--- src/rtl/pfc_pkg.sv ---
package pfc_pkg;

    localparam int MAX_PAYLOAD = 128;
    localparam int POS_SAT     = MAX_PAYLOAD + 12;
    localparam int POS_W       = $clog2(POS_SAT + 1);
    localparam int LEN_W       = 16;
    localparam int CMP_W       = LEN_W + 1;

    localparam logic [POS_W-1:0] POS_ID_END  = POS_W'(8);
    localparam logic [POS_W-1:0] POS_HDR_END = POS_W'(10);
    localparam logic [POS_W-1:0] POS_MIN     = POS_W'(12);
    localparam logic [POS_W-1:0] POS_LIMIT   = POS_W'(POS_SAT);

    localparam logic [LEN_W-1:0] LEN_MAX     = LEN_W'(MAX_PAYLOAD);
    localparam logic [CMP_W-1:0] HDR_BYTES   = CMP_W'(10);
    localparam logic [CMP_W-1:0] FRAME_MIN   = CMP_W'(12);

    localparam int FIFO_DEPTH = 4;
    localparam int FIFO_AW    = $clog2(FIFO_DEPTH);
    localparam int CNT_W      = $clog2(FIFO_DEPTH + 1);
    localparam logic [CNT_W-1:0] FIFO_ROOM = CNT_W'(FIFO_DEPTH - 2);
    localparam logic [CNT_W-1:0] FIFO_FULL = CNT_W'(FIFO_DEPTH);

    localparam logic KIND_PAYLOAD = 1'b0;
    localparam logic KIND_STATUS  = 1'b1;

    localparam logic [2:0] ST_OK        = 3'd0;
    localparam logic [2:0] ST_UNDER     = 3'd1;
    localparam logic [2:0] ST_TOO_BIG   = 3'd2;
    localparam logic [2:0] ST_SHORT     = 3'd3;
    localparam logic [2:0] ST_CHECK_BAD = 3'd4;

    typedef struct packed {
        logic        kind;
        logic [7:0]  payload_byte;
        logic [7:0]  dst_station;
        logic [7:0]  src_station;
        logic [15:0] packet_type;
        logic [31:0] packet_ident;
        logic [15:0] payload_length;
        logic [15:0] received_checksum;
        logic [2:0]  status;
    } t_item;

    function automatic logic [15:0] oc_add(input logic [15:0] a, input logic [15:0] b);
        logic [16:0] s;
        s = {1'b0, a} + {1'b0, b};
        return s[15:0] + {15'd0, s[16]};
    endfunction

endpackage

--- src/rtl/packet_frame_checker_top.sv ---
// Channel   Direction  Handshake           Payload
// input     in         i_valid / o_ready   i_data_byte, i_final_byte
// result    out        o_valid / i_ready   o_item_kind .. o_status
//
// One byte accepted per cycle while o_ready is high; each byte passes through one register stage.
// A final byte that is also a payload byte yields two transactions, drained one
// per cycle while i_ready is high from a 4-entry output queue; o_ready is high while it holds <= 2.
// Synchronous active-low reset clears the byte counter, sums and queue pointers.
// Output stalls back up through the queue only; no clearing pass after reset.
module packet_frame_checker_top (
    input  logic        i_clk,
    input  logic        i_rst_n,
    input  logic        i_valid,
    output logic        o_ready,
    input  logic [7:0]  i_data_byte,
    input  logic        i_final_byte,
    output logic        o_valid,
    input  logic        i_ready,
    output logic        o_item_kind,
    output logic [7:0]  o_payload_byte,
    output logic [7:0]  o_dst_station,
    output logic [7:0]  o_src_station,
    output logic [15:0] o_packet_type,
    output logic [31:0] o_packet_ident,
    output logic [15:0] o_payload_length,
    output logic [15:0] o_received_checksum,
    output logic [2:0]  o_status
);

    logic [pfc_pkg::POS_W-1:0] r_pos, n_pos;
    logic [63:0]               r_hdr, n_hdr;
    logic [15:0]               r_len, n_len;
    logic [15:0]               r_sum, n_sum;
    logic [7:0]                r_pending, n_pending;
    logic [15:0]               r_chk, n_chk;

    pfc_pkg::t_item            r_fifo [pfc_pkg::FIFO_DEPTH];
    logic [pfc_pkg::FIFO_AW-1:0] r_wr, r_rd;
    logic [pfc_pkg::CNT_W-1:0] r_count, n_count;

    logic                      w_accept, w_pop, w_pay, w_sum_byte, w_len_ok;
    logic [pfc_pkg::CMP_W-1:0] w_pos_x, w_cnt_x, w_pay_end, w_len_x;
    logic [15:0]               w_fsum;
    logic [2:0]                w_status;
    logic [15:0]               w_chk_out;
    logic [1:0]                w_push;
    pfc_pkg::t_item            w_pay_item, w_stat_item, w_e0;

    assign w_accept = i_valid & o_ready;
    assign w_pop    = o_valid & i_ready;
    assign w_len_ok = r_len <= pfc_pkg::LEN_MAX;
    assign w_pos_x  = pfc_pkg::CMP_W'(r_pos);
    assign w_pay_end = pfc_pkg::HDR_BYTES + {1'b0, r_len};

    always_comb begin
        n_pos      = r_pos;
        n_hdr      = r_hdr;
        n_len      = r_len;
        n_sum      = r_sum;
        n_pending  = r_pending;
        n_chk      = r_chk;
        w_sum_byte = 1'b0;
        w_pay      = 1'b0;
        if (r_pos < pfc_pkg::POS_ID_END) begin
            n_hdr      = {r_hdr[55:0], i_data_byte};
            w_sum_byte = 1'b1;
        end else if (r_pos < pfc_pkg::POS_HDR_END) begin
            n_len      = {r_len[7:0], i_data_byte};
            w_sum_byte = 1'b1;
        end else if (w_len_ok) begin
            if (w_pos_x < w_pay_end) begin
                w_sum_byte = 1'b1;
                w_pay      = 1'b1;
            end else if (w_pos_x < w_pay_end + pfc_pkg::CMP_W'(2)) begin
                n_chk = {r_chk[7:0], i_data_byte};
            end
        end
        if (w_sum_byte) begin
            if (!r_pos[0]) begin
                n_pending = i_data_byte;
            end else begin
                n_sum = pfc_pkg::oc_add(r_sum, {r_pending, i_data_byte});
            end
        end
        if (r_pos < pfc_pkg::POS_LIMIT) begin
            n_pos = r_pos + pfc_pkg::POS_W'(1);
        end
    end

    // checksum branch implies the current byte is past the payload
    assign w_cnt_x = pfc_pkg::CMP_W'(n_pos);
    assign w_len_x = pfc_pkg::FRAME_MIN + {1'b0, n_len};

    always_comb begin
        w_chk_out = 16'd0;
        w_fsum    = r_len[0] ? pfc_pkg::oc_add(r_sum, {r_pending, 8'd0}) : r_sum;
        if (n_pos < pfc_pkg::POS_MIN) begin
            w_status = pfc_pkg::ST_UNDER;
        end else if (n_len > pfc_pkg::LEN_MAX) begin
            w_status = pfc_pkg::ST_TOO_BIG;
        end else if (w_cnt_x < w_len_x) begin
            w_status = pfc_pkg::ST_SHORT;
        end else begin
            w_status  = ((~w_fsum) == n_chk) ? pfc_pkg::ST_OK : pfc_pkg::ST_CHECK_BAD;
            w_chk_out = n_chk;
        end
    end

    always_comb begin
        w_pay_item              = '0;
        w_pay_item.kind         = pfc_pkg::KIND_PAYLOAD;
        w_pay_item.payload_byte = i_data_byte;

        w_stat_item                   = '0;
        w_stat_item.kind              = pfc_pkg::KIND_STATUS;
        w_stat_item.dst_station       = n_hdr[63:56];
        w_stat_item.src_station       = n_hdr[55:48];
        w_stat_item.packet_type       = n_hdr[47:32];
        w_stat_item.packet_ident      = n_hdr[31:0];
        w_stat_item.payload_length    = n_len;
        w_stat_item.received_checksum = w_chk_out;
        w_stat_item.status            = w_status;

        w_e0   = w_pay ? w_pay_item : w_stat_item;
        w_push = w_accept ? ({1'b0, w_pay} + {1'b0, i_final_byte}) : 2'd0;
        n_count = r_count + pfc_pkg::CNT_W'(w_push) - pfc_pkg::CNT_W'(w_pop);
    end

    always_ff @(posedge i_clk) begin
        if (!i_rst_n) begin
            r_pos     <= '0;
            r_hdr     <= '0;
            r_len     <= '0;
            r_sum     <= '0;
            r_pending <= '0;
            r_chk     <= '0;
        end else if (w_accept) begin
            if (i_final_byte) begin
                r_pos     <= '0;
                r_hdr     <= '0;
                r_len     <= '0;
                r_sum     <= '0;
                r_pending <= '0;
                r_chk     <= '0;
            end else begin
                r_pos     <= n_pos;
                r_hdr     <= n_hdr;
                r_len     <= n_len;
                r_sum     <= n_sum;
                r_pending <= n_pending;
                r_chk     <= n_chk;
            end
        end
    end

    always_ff @(posedge i_clk) begin
        if (!i_rst_n) begin
            r_wr    <= '0;
            r_rd    <= '0;
            r_count <= '0;
        end else begin
            r_wr    <= r_wr + pfc_pkg::FIFO_AW'(w_push);
            r_rd    <= r_rd + pfc_pkg::FIFO_AW'(w_pop);
            r_count <= n_count;
        end
    end

    always_ff @(posedge i_clk) begin
        if (w_push != 2'd0) begin
            r_fifo[r_wr] <= w_e0;
        end
        if (w_push == 2'd2) begin
            r_fifo[r_wr + pfc_pkg::FIFO_AW'(1)] <= w_stat_item;
        end
    end

    assign o_ready             = r_count <= pfc_pkg::FIFO_ROOM;
    assign o_valid             = r_count != '0;
    assign o_item_kind         = r_fifo[r_rd].kind;
    assign o_payload_byte      = r_fifo[r_rd].payload_byte;
    assign o_dst_station       = r_fifo[r_rd].dst_station;
    assign o_src_station       = r_fifo[r_rd].src_station;
    assign o_packet_type       = r_fifo[r_rd].packet_type;
    assign o_packet_ident      = r_fifo[r_rd].packet_ident;
    assign o_payload_length    = r_fifo[r_rd].payload_length;
    assign o_received_checksum = r_fifo[r_rd].received_checksum;
    assign o_status            = r_fifo[r_rd].status;

    a_count_range: assert property (@(posedge i_clk) disable iff (!i_rst_n)
        r_count <= pfc_pkg::FIFO_FULL)
        else $error("output queue overflow");

    a_pos_sat: assert property (@(posedge i_clk) disable iff (!i_rst_n)
        r_pos <= pfc_pkg::POS_LIMIT)
        else $error("byte position past saturation");

    a_final_queued: assert property (@(posedge i_clk) disable iff (!i_rst_n)
        (w_accept && i_final_byte) |=> (r_count != '0))
        else $error("status transaction not queued");

    a_pay_clean: assert property (@(posedge i_clk) disable iff (!i_rst_n)
        (o_valid && o_item_kind == pfc_pkg::KIND_PAYLOAD) |->
        (o_status == pfc_pkg::ST_OK && o_payload_length == 16'd0 &&
         o_received_checksum == 16'd0 && o_packet_ident == 32'd0))
        else $error("payload transaction carries header fields");

    a_stat_code: assert property (@(posedge i_clk) disable iff (!i_rst_n)
        (o_valid && o_item_kind == pfc_pkg::KIND_STATUS) |->
        (o_payload_byte == 8'd0 && o_status <= pfc_pkg::ST_CHECK_BAD))
        else $error("malformed status transaction");

endmodule

--- config.mk ---
export PLATFORM = sky130hd
export DESIGN_NAME = packet_frame_checker_top
export DESIGN_NICKNAME = d
export VERILOG_FILES = /design/src/rtl/pfc_pkg.sv /design/src/rtl/packet_frame_checker_top.sv
export SDC_FILE = /design/constraint.sdc
export NUM_CORES = 1
export LEC_CHECK = 0
export BUFFER_PORTS_ARGS = -buffer_cell sky130_fd_sc_hd__buf_2
export CAP_MARGIN = 20
export CORE_MARGIN = 10
export CORE_UTILIZATION = 41
export DETAILED_ROUTE_END_ITERATION = 6
export GPL_TIMING_DRIVEN = 0
export PLACE_DENSITY_LB_ADDON = 0.2
export RECOVER_POWER = 100
export SLEW_MARGIN = 20
export SYNTH_ARGS = -nofsm -noshare
export SYNTH_HDL_FRONTEND = slang
export SYNTH_SLANG_ARGS = --single-unit
export TNS_END_PERCENT = 20
--- constraint.sdc ---
create_clock -name i_clk -period 12.5 [get_ports i_clk]
set_input_delay 1.25 -clock i_clk [delete_from_list [all_inputs] [get_ports i_clk]]
set_output_delay 1.25 -clock i_clk [all_outputs]
set_load 0.03 [all_outputs]
== Word level (Yosys, flattened, before mapping) ==
Memory sizes are Yosys's and may differ from the RTL's. A register that Yosys moved wholly into a read port is not among the register bits.
Cells that the tools add are included.

* Magnitude comparators: 10
* Bitwise gates (word level): 3
* $add $sub $neg: 14
* Muxes and demuxes: 40
* Reduce and logical (&&, ||, !) cells: 6
* Eq/ne operators: 3

{| class="wikitable"
|+ Operators with widths
! operator !! number
|-
| $mux W16 || 16
|-
| $mux W64 || 2
|-
| $mux W108 || 1
|-
| $lt A8 B17 Y1 || 3
|-
| $mux W8 || 5
|-
| $add A16 B16 Y17 || 2
|-
| $add A4 B16 Y17 const A || 2
|-
| $add A16 B1 Y16 || 2
|-
| $lt A8 B4 Y1 const B || 3
|-
| $add A17 B2 Y17 const B || 1
|-
| $eq A16 B16 Y1 || 1
|-
| $gt A16 B8 Y1 const B || 1
|-
| $le A16 B8 Y1 const B || 1
|-
| $not A16 Y16 || 1
|-
| $mux W3 || 4
|-
| $mux W1 || 10
|-
| $add A8 B1 Y8 const B || 1
|-
| $lt A8 B8 Y1 const B || 1
|-
| $reduce_and A3 Y1 || 2
|-
| $reduce_bool A2 Y1 || 3
|-
| $mux W2 || 2
|-
| $add A3 B2 Y3 || 1
|-
| $le A3 B2 Y1 const B || 1
|-
| $reduce_bool A3 Y1 || 1
|-
| 8 further kinds || 9
|}

* Input bits: 13
* Logic and storage cells: 86
* Register bits: 135
* Bits in writable memories: 432
* Output and inout bits: 110
* Memories kept: 1

{| class="wikitable"
|+ Memories
! name !! words !! bits a word !! rd ports !! clocked after Yosys merged registers in !! write ports !! line !! RTL
|-
| r_fifo || 4 || 108 || 1 || 1 || 2 || packet_frame_checker_top.sv:37 || <nowiki>pfc_pkg::t_item r_fifo [pfc_pkg::FIFO_DEPTH];</nowiki>
|}

== Longest topological paths before layout ==
* Depth after elaboration: 14
* Mapped depth: 22
* Depth with buffers taken out: 22

== Worst setup path before layout ==
OpenSTA, ideal clock, no wires.

* Path type: reg2reg
* From: reg r_len[1]
* To: mem r_fifo[1][0] in the netlist's numbering, enable pin
* Buffers on the path: 3
* Cell stages (with the launch flop): 17
* Arrival: 5.474 ns
* Setup time: 0.452 ns
* Slack: 6.574 ns
* Required time: 12.048 ns
* Period minus slack after synthesis: 5.926 ns
* Cells stage by stage: dfxtp_1 > buf_2 > inv_1 > ha_1 > ha_1 > o21a_1 > o21ai_0 > a21oi_1 > o41ai_1 > nor4_1 > nor2_1 > ha_1 > clkbuf_1 > mux2i_1 > or3_1 > clkbuf_1 > inv_1

{| class="wikitable"
|+ RTL lines
! item !! line !! RTL
|-
| from (decl) || packet_frame_checker_top.sv:32 || <nowiki>logic [15:0] r_len, n_len;</nowiki>
|-
| from (signal assigned) || packet_frame_checker_top.sv:148 || <nowiki>r_len <= n_len;</nowiki>
|-
| to (decl) || packet_frame_checker_top.sv:37 ||
|}

==> impl_metrics.json <==
{
  "crit_start": "r_len[1]",
  "post_cts_buffers": 0,
  "intPower_mw": 3.389,
  "r2r_slack_ns": 3.20,
  "skew_ns": 0.01916,
  "die_w_um": 278.5,
  "path_clk_slew_ns": 0.06,
  "num_io_pins": 123,
  "busiest_layer": "met2",
  "cts_made_buffers": 59,
  "drtAntennaViolNets": 0,
  "critPathMaxFanout": 60,
  "required_ns": 12.62,
  "worst_pin_slew_ns": 4.328,
  "period_needed_ns": 9.300,
  "wirelength_mm": 79.59,
  "die_y_um": 278.5,
  "rsz0062_at_grt": "false",
  "pwr-share-clk_pct": 35.3,
  "grt_pass1_vias": 19320,
  "dp_cells": 3273,
  "yosysTopAreaCell": "edfxtp_1",
  "fillCellCount": 6010,
  "synthesis.area_um2": 27390,
  "seqPwrFrac_pct": 42.7,
  "hold_slack_ns": 0.4521,
  "startpoint_type": "flip-flop",
  "finalCritPeriodShare_pct": 74.40,
  "grt_pass1_wl_mm": 120.8,
  "ys_seq_area_share_pct": 55.91,
  "die_area_um2": 77540,
  "yosysWarnings": 0,
  "syn_inst": 2283,
  "design.core.area_um2": 65980,
  "clock_path_buffers": 3,
  "drc_errors": 0,
  "p_sw_share_pct": 31.12,
  "synth_edf_count": 396,
  "synth_cell_types": 77,
  "post_dp_cell_area_um2": 29240,
  "vias": 19090,
  "r2r-end": "r_fifo[2][44]",
  "synth_top_area_share_pct": 43.42,
  "first_iter_violations": 1573,
  "critPathArrivalTime_ns": 9.42,
  "rows": 94,
  "grt-ovfl-total": 0,
  "hold_viol_final": 0,
  "ys.flop_type": "edfxtp_1",
  "cp-end-kind": "flip-flop",
  "wl_per_cell_um": 23.50,
  "reg2reg_depth": 16,
  "dpl_worst_slack_ns": 5.716,
  "htreeDepth": 2,
  "worstSetupPathType": "flip-flop to flip-flop",
  "power_frac_comb_pct": 22.0,
  "fmax_mhz": 107.5,
  "clock_latency_ns": 0.63,
  "cts_resized": 0,
  "cts_tree": "built",
  "power_density_nw_per_um2": 159.2,
  "p_switching_mw": 1.531,
  "outcome": "finished with violations",
  "timing.rr.start": "r_len[1]",
  "syn_avg_cell_area_um2": 12.00,
  "initial_utilization_pct": 41.51,
  "grt_util_met3_pct": 3.289,
  "async_flop_share_pct": 0,
  "seqCellArea_um2": 15310,
  "root_buffer": "clkbuf_16",
  "total_power_mw": 4.921,
  "setup_viol": 0,
  "place_congestion": 0.8874,
  "n_antenna_cell": 0,
  "port_buffers": 121,
  "vias_per_cell": 5.637,
  "endpoint": "r_fifo[2][44]",
  "stdcell_count": 3387,
  "grt_use_met2_pct": 33.69,
  "dpl.hpwl_mm": 54.44,
  "antenna_found_initial": 0,
  "report.final.slew_viol_count": 207,
  "violations": "max-capacitance violations, max-slew violations",
  "slew-limit-headroom_pct": -188.5,
  "cap_viol_max_count": 6,
  "track_usage_pct": 20.16,
  "synth_fp_nets": 2351,
  "p_leak_nw": 10.20,
  "utilization_pct": 46.85,
  "design_area_um2": 30910,
  "syn2layout_area_growth_pct": 12.87,
  "ys_ff_latch": 567,
  "setup_slack_ns": 3.200,
  "use_met1_pct": 27.15,
  "multi_input_area_um2": 11250,
  "nNetsFinal": 2540,
  "cts_hold_buf": 0,
  "drt_pre_antenna_iters": 5,
  "peakVddDrop_v": 0.0001200,
  "grt_max_degree": 71,
  "final_layout_size_suffix_gt1_share_pct": 10.27,
  "finalSetupTns_ns": 0,
  "synth_area_leaders": "edfxtp_1 (43%), dfxtp_1 (12%), mux4_2 (8.9%)",
  "clock_sinks": 567,
  "hold_path_class": "flip-flop to flip-flop"
}
[state kept, by name (all words and copies together) (netlist names)]
register	count
r_wr	2
r_len	16
r_count	3
r_sum	16
r_pos	8
r_rd	2
r_hdr	64
r_pending	8
r_chk	16
r_fifo	432
[final cells by class]
type,count,share of cell area [%]
Sequential cell,567,49.54
Multi-Input combinational cell,1515,36.41
Clock buffer,76,5.112
Tap cell,864,3.497
Buffer,167,2.080
Timing Repair Buffer,128,1.890
Clock inverter,36,1.048
Inverter,34,0.4290
[synth_stat cells, types with 4 or more instances]
cell         n
buf_2       10
and2_1      90
mux2i_2      4
o21ai_1      4
xnor2_1     57
a21o_1      10
o211ai_1     6
nand3_1     27
edfxtp_1   396
mux4_2     108
xor2_1      27
a22o_1      32
or3_1        8
dfxtp_1    171
inv_1       33
ha_1        52
o21ai_0    113
nand2_1    131
o2111ai_1    7
nor3_1      19
a21oi_1     39
a22oi_1     47
a21boi_0     4
nor4_1       6
nand2b_1    12
nor3b_1     75
a211oi_1     5
nor2_1     366
clkbuf_1   128
buf_1       25
mux2i_1    102
mux2_2       6
o21bai_1    10
and3_1       8
nor2b_1     60
nand4_1     14
[critical path, cell delays in order (launching register included)]
cell        delay [ns]
dfxtp_1           0.36
clkbuf_1          0.52
inv_1             0.24
ha_1              0.40
ha_1              0.29
o21a_1            0.11
o21ai_0           0.17
a21oi_1           0.10
o41ai_1           0.63
nor4_1            0.21
nor2_1            0.31
ha_1              0.29
clkbuf_1          0.21
o21ai_0           0.21
o211ai_1          0.19
clkinvlp_2        1.37
clkbuf_1          3.13
[logic make-up (layout without fill, tap and decap cells)]
group | count (synthesis) | after routing | share of synthesized area, %
simple gates | 836 | 836 | 14.87
flops | 567 | 567 | 55.91
compound gates | 319 | 319 | 7.903
mux | 220 | 220 | 13.06
buf+inv | 201 | 441 | 2.919
xor+xnor | 85 | 85 | 2.745
fa+ha+maj | 55 | 55 | 2.595
[metal layers]
layer	share of wire [%]	wire length (um)
met4	2.1	1680
met5	0	0
met3	6.4	5093
met1	44	34660
met2	48	38160
[worst min path at each step]
stage	from	endpoint	slack, ns	depth (start not counted)
4_1_cts	r_fifo[2][107]	r_fifo[2][107]	0.45	2
2_1_floorplan	r_fifo[2][107]	r_fifo[2][107]	0.42	2
3_3_place_gp	r_fifo[2][107]	r_fifo[2][107]	0.43	2
5_1_grt	r_fifo[2][107]	r_fifo[2][107]	0.47	2
6_report	r_fifo[2][107]	r_fifo[2][107]	0.45	2
3_5_place_dp	r_fifo[2][107]	r_fifo[2][107]	0.44	2
[power groups by stage]
stage	Combinational, mW	Sequential [mW]	Clock [mW]
finish	1.08	2.10	1.74
CTS	1.13	2.10	1.77
global route	1.15	2.11	1.84
global placement	1.12	2.15	0
floorplan	0.766	2.13	0
detailed placement	1.13	2.14	0
[cells in the final DEF, fill, tap and decap left out, types with 47 or more instances in the layout]
master	count
dfxtp_1	171
nand2_1	131
xnor2_1	57
clkbuf_1	270
ha_1	52
and2_0	71
edfxtp_1	396
mux2i_1	100
nor2b_1	60
a22oi_1	47
o21ai_0	114
mux4_2	108
nor3b_1	75
nor2_1	366
clkbuf_16	59
(Power assumes the default switching activity.)
